[src/design/ucs2eb_pkg.sv]
// ----------------------------------------------------------------------------
// ucs2eb_pkg
// Shared types, constants and lookup functions of the UCS-2 escape encoder.
// ----------------------------------------------------------------------------
package ucs2eb_pkg;

  localparam int unsigned UnitW      = 16;
  localparam int unsigned ByteW      = 8;
  localparam int unsigned QueueDepth = 2;

  localparam logic [UnitW-1:0] ShiftLo  = 16'h0100;
  localparam logic [UnitW-1:0] ShiftHi  = 16'h0A00;
  localparam logic [UnitW-1:0] ShiftAdd = 16'hE000;
  localparam logic [ByteW-1:0] EscBase  = 8'h10;
  localparam logic [ByteW-1:0] LoAdj    = 8'd15;
  localparam logic [ByteW-1:0] HiAdj    = 8'd9;

  typedef enum logic [1:0] {
    BYTE_ESC = 2'd0,
    BYTE_LO  = 2'd1,
    BYTE_HI  = 2'd2
  } byte_pos_e;

  typedef struct packed {
    logic             hit;
    logic [ByteW-1:0] code;
  } special_t;

  // One classified code unit; a single-byte unit sends lo alone.
  typedef struct packed {
    logic             single;
    logic [ByteW-1:0] esc;
    logic [ByteW-1:0] lo;
    logic [ByteW-1:0] hi;
  } desc_t;

  function automatic special_t special_lookup(input logic [UnitW-1:0] cu);
    special_t r;
    r.hit = 1'b1;
    case (cu)
      16'h20AC: r.code = 8'h80;
      16'h201A: r.code = 8'h82;
      16'h0192: r.code = 8'h83;
      16'h201E: r.code = 8'h84;
      16'h2026: r.code = 8'h85;
      16'h2020: r.code = 8'h86;
      16'h2021: r.code = 8'h87;
      16'h02C6: r.code = 8'h88;
      16'h2030: r.code = 8'h89;
      16'h0160: r.code = 8'h8A;
      16'h2039: r.code = 8'h8B;
      16'h0152: r.code = 8'h8C;
      16'h017D: r.code = 8'h8E;
      16'h2018: r.code = 8'h91;
      16'h2019: r.code = 8'h92;
      16'h201C: r.code = 8'h93;
      16'h201D: r.code = 8'h94;
      16'h2022: r.code = 8'h95;
      16'h2013: r.code = 8'h96;
      16'h2014: r.code = 8'h97;
      16'h02DC: r.code = 8'h98;
      16'h2122: r.code = 8'h99;
      16'h0161: r.code = 8'h9A;
      16'h203A: r.code = 8'h9B;
      16'h0153: r.code = 8'h9C;
      16'h017E: r.code = 8'h9E;
      16'h0178: r.code = 8'h9F;
      default: begin
        r.hit  = 1'b0;
        r.code = '0;
      end
    endcase
    return r;
  endfunction

  function automatic logic is_reserved(input logic [ByteW-1:0] b);
    return b inside {8'hA4, 8'hA3, 8'hA7, 8'h24, 8'h5B, 8'h00, 8'h5C, 8'h20,
                     8'h0D, 8'h0A, 8'h22, 8'h7B, 8'h7D, 8'h40, 8'h80, 8'h7E,
                     8'h2F, 8'hBD, 8'h3B, 8'h5D, 8'h5F, 8'h3D, 8'h23};
  endfunction

endpackage

[src/design/ucs2eb_front.sv]
// ----------------------------------------------------------------------------
// ucs2eb_front
// Accept code units, classify them and register one descriptor per unit.
// ----------------------------------------------------------------------------
module ucs2eb_front
  import ucs2eb_pkg::*;
(
  input  logic             clk_i,
  input  logic             rst_ni,
  input  logic             in_valid_i,
  output logic             in_ready_o,
  input  logic [UnitW-1:0] in_unit_i,
  output logic             desc_valid_o,
  input  logic             desc_ready_i,
  output desc_t            desc_o
);

  logic             vld_q;
  desc_t            desc_q;
  desc_t            desc_d;
  special_t         sp;
  logic [UnitW-1:0] shifted;
  logic [ByteW-1:0] hi;
  logic [ByteW-1:0] lo;
  logic             hi_res;
  logic             lo_res;
  logic             accept;

  assign in_ready_o = !vld_q || desc_ready_i;
  assign accept     = in_valid_i && in_ready_o;

  always_comb begin
    sp      = special_lookup(in_unit_i);
    shifted = (in_unit_i > ShiftLo && in_unit_i < ShiftHi) ? in_unit_i + ShiftAdd
                                                             : in_unit_i;
    hi      = shifted[UnitW-1:ByteW];
    lo      = shifted[ByteW-1:0];
    hi_res  = is_reserved(hi);
    lo_res  = is_reserved(lo);

    desc_d.single = sp.hit || (hi == '0);
    desc_d.esc    = EscBase + {6'd0, hi_res, lo_res};
    desc_d.hi     = hi_res ? hi - HiAdj : hi;
    if (sp.hit) begin
      desc_d.lo = sp.code;
    end else if (hi == '0) begin
      desc_d.lo = lo;
    end else begin
      desc_d.lo = lo_res ? lo + LoAdj : lo;
    end
  end

  always_ff @(posedge clk_i or negedge rst_ni) begin
    if (!rst_ni) begin
      vld_q <= 1'b0;
    end else if (in_ready_o) begin
      vld_q <= in_valid_i;
    end
  end

  always_ff @(posedge clk_i) begin
    if (accept) begin
      desc_q <= desc_d;
    end
  end

  assign desc_valid_o = vld_q;
  assign desc_o       = desc_q;

endmodule

[src/design/ucs2eb_queue.sv]
// ----------------------------------------------------------------------------
// ucs2eb_queue
// Short descriptor queue between the classifier and the byte sequencer.
// ----------------------------------------------------------------------------
module ucs2eb_queue
  import ucs2eb_pkg::*;
#(
  parameter int unsigned Depth = QueueDepth
) (
  input  logic  clk_i,
  input  logic  rst_ni,
  input  logic  push_valid_i,
  output logic  push_ready_o,
  input  desc_t push_data_i,
  output logic  pop_valid_o,
  input  logic  pop_ready_i,
  output desc_t pop_data_o
);

  localparam int unsigned PtrW = (Depth > 1) ? $clog2(Depth) : 1;
  localparam int unsigned CntW = $clog2(Depth + 1);

  desc_t           mem_q [Depth];
  logic [PtrW-1:0] wr_ptr_q;
  logic [PtrW-1:0] rd_ptr_q;
  logic [CntW-1:0] cnt_q;
  logic            push;
  logic            pop;

  assign push_ready_o = (cnt_q != CntW'(Depth));
  assign pop_valid_o  = (cnt_q != '0);
  assign push         = push_valid_i && push_ready_o;
  assign pop          = pop_valid_o && pop_ready_i;
  assign pop_data_o   = mem_q[rd_ptr_q];

  always_ff @(posedge clk_i or negedge rst_ni) begin
    if (!rst_ni) begin
      wr_ptr_q <= '0;
      rd_ptr_q <= '0;
      cnt_q    <= '0;
    end else begin
      if (push) begin
        wr_ptr_q <= (wr_ptr_q == PtrW'(Depth - 1)) ? '0 : wr_ptr_q + 1'b1;
      end
      if (pop) begin
        rd_ptr_q <= (rd_ptr_q == PtrW'(Depth - 1)) ? '0 : rd_ptr_q + 1'b1;
      end
      if (push && !pop) begin
        cnt_q <= cnt_q + 1'b1;
      end else if (pop && !push) begin
        cnt_q <= cnt_q - 1'b1;
      end
    end
  end

  always_ff @(posedge clk_i) begin
    if (push) begin
      mem_q[wr_ptr_q] <= push_data_i;
    end
  end

endmodule

[src/design/ucs2eb_back.sv]
// ----------------------------------------------------------------------------
// ucs2eb_back
// Byte sequencer: send one or three bytes per descriptor through a register.
// ----------------------------------------------------------------------------
module ucs2eb_back
  import ucs2eb_pkg::*;
(
  input  logic             clk_i,
  input  logic             rst_ni,
  input  logic             desc_valid_i,
  output logic             desc_ready_o,
  input  desc_t            desc_i,
  output logic             out_valid_o,
  input  logic             out_ready_i,
  output logic [ByteW-1:0] out_byte_o,
  output logic             out_last_o
);

  byte_pos_e        pos_q;
  byte_pos_e        pos_d;
  logic             vld_q;
  logic [ByteW-1:0] byte_q;
  logic [ByteW-1:0] byte_d;
  logic             last_q;
  logic             last_d;
  logic             load;
  logic             emit;

  assign load = !vld_q || out_ready_i;
  assign emit = load && desc_valid_i;

  always_comb begin
    pos_d = pos_q;
    if (emit) begin
      if (last_d) begin
        pos_d = BYTE_ESC;
      end else if (pos_q == BYTE_ESC) begin
        pos_d = BYTE_LO;
      end else begin
        pos_d = BYTE_HI;
      end
    end
  end

  always_comb begin
    case (pos_q)
      BYTE_ESC: begin
        byte_d = desc_i.single ? desc_i.lo : desc_i.esc;
        last_d = desc_i.single;
      end
      BYTE_LO: begin
        byte_d = desc_i.lo;
        last_d = 1'b0;
      end
      BYTE_HI: begin
        byte_d = desc_i.hi;
        last_d = 1'b1;
      end
      default: begin
        byte_d = desc_i.hi;
        last_d = 1'b1;
      end
    endcase
  end

  assign desc_ready_o = emit && last_d;

  always_ff @(posedge clk_i or negedge rst_ni) begin
    if (!rst_ni) begin
      pos_q <= BYTE_ESC;
      vld_q <= 1'b0;
    end else begin
      pos_q <= pos_d;
      if (load) begin
        vld_q <= desc_valid_i;
      end
    end
  end

  always_ff @(posedge clk_i) begin
    if (emit) begin
      byte_q <= byte_d;
      last_q <= last_d;
    end
  end

  assign out_valid_o = vld_q;
  assign out_byte_o  = byte_q;
  assign out_last_o  = last_q;

endmodule

[src/design/ucs2_escape_byte_encoder_top.sv]
// ----------------------------------------------------------------------------
// ucs2_escape_byte_encoder_top
// UCS-2 code units in, CP1252 or escaped byte sequences out.
//
//   channel   direction  payload                       end marker
//   s_axis    in         tdata[15:0] code_unit          -
//   m_axis    out        tdata[7:0]  out_byte           tlast = last_byte
//
// One unit per cycle enters while bytes drain and the queue has room; the output
// sends one byte per cycle while the receiver is ready, three for an escaped
// unit, else one. Units pass the classifier register, queue and output
// register. The queue of QueueDepth descriptors decouples input stalls from
// output stalls. Reset is asynchronous, active low, and empties all stages.
// ----------------------------------------------------------------------------
module ucs2_escape_byte_encoder_top
  import ucs2eb_pkg::*;
#(
  parameter int unsigned QDepth = QueueDepth
) (
  input  logic                     clk_i,
  input  logic                     rst_ni,
  input  logic                     s_axis_tvalid_i,
  output logic                     s_axis_tready_o,
  input  logic [UnitW-1:0]         s_axis_tdata_i,   // [15:0] code_unit
  output logic                     m_axis_tvalid_o,
  input  logic                     m_axis_tready_i,
  output logic [ByteW-1:0]         m_axis_tdata_o,   // [7:0] out_byte
  output logic                     m_axis_tlast_o
);

  logic  fr_valid;
  logic  fr_ready;
  desc_t fr_desc;
  logic  bk_valid;
  logic  bk_ready;
  desc_t bk_desc;

  ucs2eb_front u_front (
    .clk_i        (clk_i),
    .rst_ni       (rst_ni),
    .in_valid_i   (s_axis_tvalid_i),
    .in_ready_o   (s_axis_tready_o),
    .in_unit_i    (s_axis_tdata_i),
    .desc_valid_o (fr_valid),
    .desc_ready_i (fr_ready),
    .desc_o       (fr_desc)
  );

  ucs2eb_queue #(
    .Depth (QDepth)
  ) u_queue (
    .clk_i        (clk_i),
    .rst_ni       (rst_ni),
    .push_valid_i (fr_valid),
    .push_ready_o (fr_ready),
    .push_data_i  (fr_desc),
    .pop_valid_o  (bk_valid),
    .pop_ready_i  (bk_ready),
    .pop_data_o   (bk_desc)
  );

  ucs2eb_back u_back (
    .clk_i        (clk_i),
    .rst_ni       (rst_ni),
    .desc_valid_i (bk_valid),
    .desc_ready_o (bk_ready),
    .desc_i       (bk_desc),
    .out_valid_o  (m_axis_tvalid_o),
    .out_ready_i  (m_axis_tready_i),
    .out_byte_o   (m_axis_tdata_o),
    .out_last_o   (m_axis_tlast_o)
  );

endmodule

[config.mk]
export PLATFORM = sky130hd
export DESIGN_NAME = ucs2_escape_byte_encoder_top
export DESIGN_NICKNAME = d
export VERILOG_FILES = /design/src/design/ucs2eb_pkg.sv /design/src/design/ucs2eb_front.sv /design/src/design/ucs2eb_queue.sv /design/src/design/ucs2eb_back.sv /design/src/design/ucs2_escape_byte_encoder_top.sv
export SDC_FILE = /design/constraint.sdc
export NUM_CORES = 1
export LEC_CHECK = 0
export ABC_AREA = 1
export BUFFER_PORTS_ARGS = -buffer_cell sky130_fd_sc_hd__buf_2
export CORE_MARGIN = 4
export CORE_UTILIZATION = 45
export DETAILED_ROUTE_END_ITERATION = 8
export GPL_ROUTABILITY_DRIVEN = 0
export PLACE_DENSITY = 0.66
export SLEW_MARGIN = 15
export SYNTH_ARGS = -nofsm -noshare
export SYNTH_HDL_FRONTEND = slang
export SYNTH_HIERARCHICAL = 1
export SYNTH_SLANG_ARGS = --single-unit
[constraint.sdc]
create_clock -name clk_i -period 2.1 [get_ports clk_i]
set_input_delay 0.42 -clock clk_i [delete_from_list [all_inputs] [get_ports clk_i]]
set_output_delay 0.42 -clock clk_i [all_outputs]
set_load 0.03 [all_outputs]
# Yosys cells after proc, flatten, opt, wreduce, memory -nomap -nowiden
# Memory sizes are Yosys's and may differ from the RTL's.
# Cells that the tools add are included.
dict set report word_totals {
  regBits 42
  latchBits 0
  mem_bits_rw 50
  rom_bits 0
  inputBits 20
  output_inout_bits 11
  wordCells 137
  n_memories 1
}
dict set report op_classes {
  n_addsub 8
  n_mul 0
  n_div 0
  n_lt_le_gt_ge 2
  eq_ne 73
  n_shift 0
  n_mux 18
  n_bitwise 0
  reduce_logical 23
}
# memory depth word_bits rd rd_clocked_by_memory_dff write_ports line_no
set mem_list {}
lappend mem_list {u_queue.mem_q 2 25 1 0 1 ucs2eb_queue.sv:23} ;# desc_t mem_q [Depth];
# operator count
set op_table {}
lappend op_table {{== test 16 x 14 -> 1 bit, second input constant} 17}
lappend op_table {{one-hot mux 8 bit (27 select lines)} 1}
lappend op_table {{== test 16 x 9 -> 1 bit, second input constant} 8}
lappend op_table {{== test 8 x 7 -> 1 bit, second input constant} 16}
lappend op_table {{== test 8 x 6 -> 1 bit, second input constant} 14}
lappend op_table {{== test 8 bit, second input constant} 10}
lappend op_table {{nonzero test 23 bit} 2}
lappend op_table {{2-to-1 mux 8 bit} 5}
lappend op_table {{== test 16 x 10 -> 1 bit, second input constant} 2}
lappend op_table {{== test 8 x 4 -> 1 bit, second input constant} 4}
lappend op_table {{OR reduction 27 bit} 1}
lappend op_table {{adder 16 bit, second input constant} 1}
lappend op_table {{> comparator 16 x 9 -> 1 bit, second input constant} 1}
lappend op_table {{logical NOT 8 bit} 2}
lappend op_table {{less-than comparator 16 x 12 -> 1 bit, second input constant} 1}
lappend op_table {{2-to-1 mux 16 bit} 1}
lappend op_table {{one-hot mux 8 bit (2 select lines)} 1}
lappend op_table {{adder 8 x 4 -> 8 bit, second input constant} 1}
lappend op_table {{logical AND 1 bit} 8}
lappend op_table {{2-to-1 mux 2 bit} 4}
lappend op_table {{subtractor 8 x 4 -> 8 bit, second input constant} 1}
lappend op_table {{adder 5 x 2 -> 6 bit, first input constant} 1}
lappend op_table {{2-to-1 mux 1 bit} 5}
lappend op_table {{logical NOT 1 bit} 4}
lappend op_table {{9 further kinds} 13}

# Logic depth before layout (Yosys ltp)
dict set report depth {
  depth_word 8
  ltp_mapped 16
  depth_no_buf 16
}

# By module
# Netlist, hierarchy kept.
# module n_inst cells_per_inst area_each_um2 seq_area_each_um2
set by_module_without_submodules {}
lappend by_module_without_submodules {ucs2eb_front 1 358 2508.7 595.6}
lappend by_module_without_submodules {ucs2eb_queue 1 159 2084.5 1601.5}
lappend by_module_without_submodules {ucs2eb_back 1 94 720.7 345.3}

# Least setup slack after synthesis
# Ideal clock, no wire load.
dict set report synth_path {
  kind {input to register}
  startpoint {in s_axis_tdata_i[0]}
  endpoint {reg u_front.desc_q, in the netlist u_front/desc_o[7], data pin}
  setup_ns 0.252
  arrival_ns 1.885
  required_time_ns 1.848
  slack_ns -0.037
  cell_stages 15
  path_buffers 0
  cell_sequence {inv_1 -> ha_1 -> nand2_2 -> nor2_4 -> nand2_4 -> nand2_4 -> nand2_2 -> nand2_4 -> nor2_2 -> nand2_1 -> nand3_2 -> nor2_8 -> nand2_4 -> nand2_1 -> nand2_1}
}
# item line_no
set synth_rtl {}
lappend synth_rtl {{start: declaration} ucs2_escape_byte_encoder_top.sv:24} ;# input logic [UnitW-1:0] s_axis_tdata_i,
lappend synth_rtl {{end signal: assignment} ucs2eb_front.sv:63} ;# desc_q <= desc_d;
lappend synth_rtl {{end: declaration} ucs2eb_front.sv:19} ;# desc_t desc_q;

==> metrics.csv <==
stage;metric;value;unit
status;outcome;finished, final reports clean;
layout;layout cells sized above 1;31.5;%
clocking;Clock Sinks;86;
synthesis;synth unique cells;45;
placed_design;Placed Area;6180;µm²
pwr;Lkg Pwr;3.26;nW
layout;antenna cells;0;
timing;Setup TNS;0;ps
clocking;TritonCTS buffer count;9;
route;Antenna Nets Post-Route;0;
route;Total Wirelength;11.3;mm
pwr;Int Pwr;0.00436;W
pwr;Logic pwr share;34.0;%
die;die height;117;µm
timing;achievable frequency;494;MHz
clocking;Clock Pin Slew Worst Setup and Hold Paths;60;ps
clocking;CTS max path bufs;2;
timing;min Tclk post-route;2030;ps
global_route;vias in the first global route;4236;
placed_design;IO Port Bufs;30;
route;DRT Pass-1 Iters;5;
pwr;maximum VDD drop;1.26;mV
clocking;CTS H-tree depth;3;
route;via count;4389;
pwr;Clk pwr share;25.1;%
global_route;largest net degree at the start of global routing;26;
pwr;switching share of power;35.4;%
global_route;grt ovf;0;
worst_setup_path;critical path peak fanout;4;
pwr;PD cells;1010;nW/µm²
route;initial DRC count;261;
min_path;hold depth;3;
synthesis;post-synth top area share;44.1;%
synthesis;register area share after synthesis;47.8;%
die;IO Pins;31;
placed_design;dpl hpwl;8.66;mm
layout;most common cell after layout, fill and taps aside;nand2_1;
clocking;CTS tree;built;
die;initial cell density of the core;46.3;%
die;die width;117;µm
timing;Hold Fails Final Rpt;0;
synthesis;post-synthesis cell count;611;
worst_setup_path;Critical Path AT;2100;ps
placed_design;placed insts;858;
worst_setup_path;worst path required time;2170;ps
synthesis;Synth Register Bits;86;
die;Core ar.;11500;µm²
timing;Hold Slack;303;ps
layout;Non-Filler Instances;889;
layout;most frequent cells in the layout;nand2_1, buf_4, edfxtp_1, nand3_1, inv_1;
synthesis;number of synthesized flops with an enable pin;78;
route;DRC;0;
clocking;clock root cell;clkbuf_16;
worst_setup_path;Setup crit start kind;input pin;
synthesis;biggest area consumer among synthesized cells;edfxtp_1;
clocking;Clk Latency, worst-skew pair;330;ps
global_route;first-pass GRT wire length;18.8;mm
job;Max-Cap Viols;0;
layout;final instance area;6710;µm²
route;vias per inst;4.94;
global_route;GRT Util Overall;17.3;%
worst_setup_path;Setup crit end kind;flip-flop;
layout;nets;772;
worst_setup_path;reg2reg path depth;9;
die;site row count;39;
timing;Setup Skew;7.69;ps
global_route;initial antenna violation count;0;
synthesis;ys async rst share;9.30;%
layout;Post-Route Utilization;58.5;%
pwr;Seq pwr share;40.9;%
synthesis;Post-Syn Area per Cell;8.70;µm²
synthesis;Main synth FF type;edfxtp_1;
pwr;P_sw;0.00239;W
timing;Pins Over Slew Limit;0;
die;die area;13600;µm²
route;post-DR wirelength/cell;12.7;µm
synthesis;Synth area leaders;edfxtp_1, nand2_1, nand3_1;
timing;part of the cycle the worst path needs;96.5;%
synthesis;synthesized cell area;5310;µm²
timing;# setup viols final;0;
layout;Area Growth Syn to Fin;26.3;%
worst_setup_path;Setup CP Type;input pin to flip-flop;
min_path;Hold/Removal Path Class;input pin to flip-flop;
synthesis;Ys Warns;6;
-- area by class of cell --
cell class                      count  area, µm²
Timing Repair Buffer              133        945
Fill cell                         958       4760
Clock inverter                      7        105
Sequential cell                    86       2540
Tap cell                          143        179
Clock buffer                        9        225
Multi-Input combinational cell    440       2440
Inverter                           71        274
-- per-stage QoR --
step	worst slack, ps	power (W)
2_1_floorplan	0.779	0.00450
3_5_place_dp	-357	0.00509
5_1_grt	-22.7	0.00724
4_1_cts	14.2	0.00680
3_3_place_gp	-274	0.00501
6_report	74.3	0.00675
-- flip-flops by register name, summed over array words and instances, names as in the netlist --
name	cells
u_queue/mem_q	50
u_queue/rd_ptr_q	1
u_back/out_valid_o	1
u_back/out_last_o	1
u_front/desc_valid_o	1
u_back/pos_q	2
u_back/out_byte_o	8
u_queue/cnt_q	2
u_front/desc_o	19
u_queue/wr_ptr_q	1
-- cell usage after synthesis (2+ instances only) --
master    instances
a21oi_1           9
and3_1            2
buf_4            10
buf_6             8
conb_1            2
dfrtp_1           8
edfxtp_1         78
ha_1             11
inv_1            63
inv_2             7
nand2_1         190
nand2_2          21
nand2_4           9
nand3_1          72
nand3_2           4
nand4_1          12
nor2_1           36
nor2_2            4
nor2_4            9
nor2_8            4
nor3_1            7
nor4_1            2
o211ai_1          2
o21ai_0          13
o21ai_1           2
o21ai_2           2
o31ai_1           2
xor2_1            5
-- repair_timing --
| action | in CTS | in global routing |
|---|---|---|
| setup buffers | 0 | 12 |
| setup endpoints to repair | 0 | 17 |
| hold endpoints to repair | 8 | 0 |
| hold buffers | 1 | 0 |
| gates resized for setup | 0 | 21 |
-- kinds of logic (layout without fill, tap and decap cells) --
family | count (synthesis) | count (layout) | synth area share (%)
compound gates | 34 | 34 | 3.81
xor+xnor | 6 | 6 | 0.989
fa+ha+maj | 11 | 11 | 2.59
buf+inv | 91 | 220 | 8.64
flops | 86 | 86 | 47.8
other cells | 2 | 6 | 0.141
simple gates | 381 | 383 | 36.0
-- worst max-delay path: stages --
cell	delay, ps
buf_2	110
inv_2	60
ha_4	180
buf_4	130
nand2_1	90
inv_1	70
o211ai_2	240
nand3_2	140
buf_4	150
buf_4	120
nor4b_1	310
nand2_1	90
-- layer usage --
layer	vias up	part of all wire (%)	GRT usage [%]
met3	21	4.2	2.90
li1	2274	-	-
met4	0	2.1	5.96
met5	-	0	0
met2	108	50	30.2
met1	1986	43	21.6
-- power by group through the flow --
| stage | clock network (W) | registers (W) | logic (W) |
|---|---|---|---|
| final | 0.00169 | 0.00276 | 0.00230 |
| after global routing | 0.00181 | 0.00282 | 0.00262 |
| after detailed placement | 0 | 0.00280 | 0.00229 |
| after floorplan | 0 | 0.00294 | 0.00156 |
| after global placement | 0 | 0.00278 | 0.00223 |
| after CTS | 0.00173 | 0.00277 | 0.00230 |
-- final timing paths --
kind	startpoint	endpoint	slack [ps]
hold / removal	s_axis_tvalid_i	u_front/desc_valid_o	300
setup reg to reg	u_back/pos_q[1]	u_queue/cnt_q[1]	300
min in group asynchronous	rst_ni	u_front/desc_valid_o	460
hold reg to reg	u_front/desc_o[9]	u_queue/mem_q[0][9]	440
max in group asynchronous	rst_ni	u_back/out_valid_o	1470
setup / recovery	s_axis_tdata_i[1]	u_front/desc_o[11]	70
(Power assumes the default switching activity.)
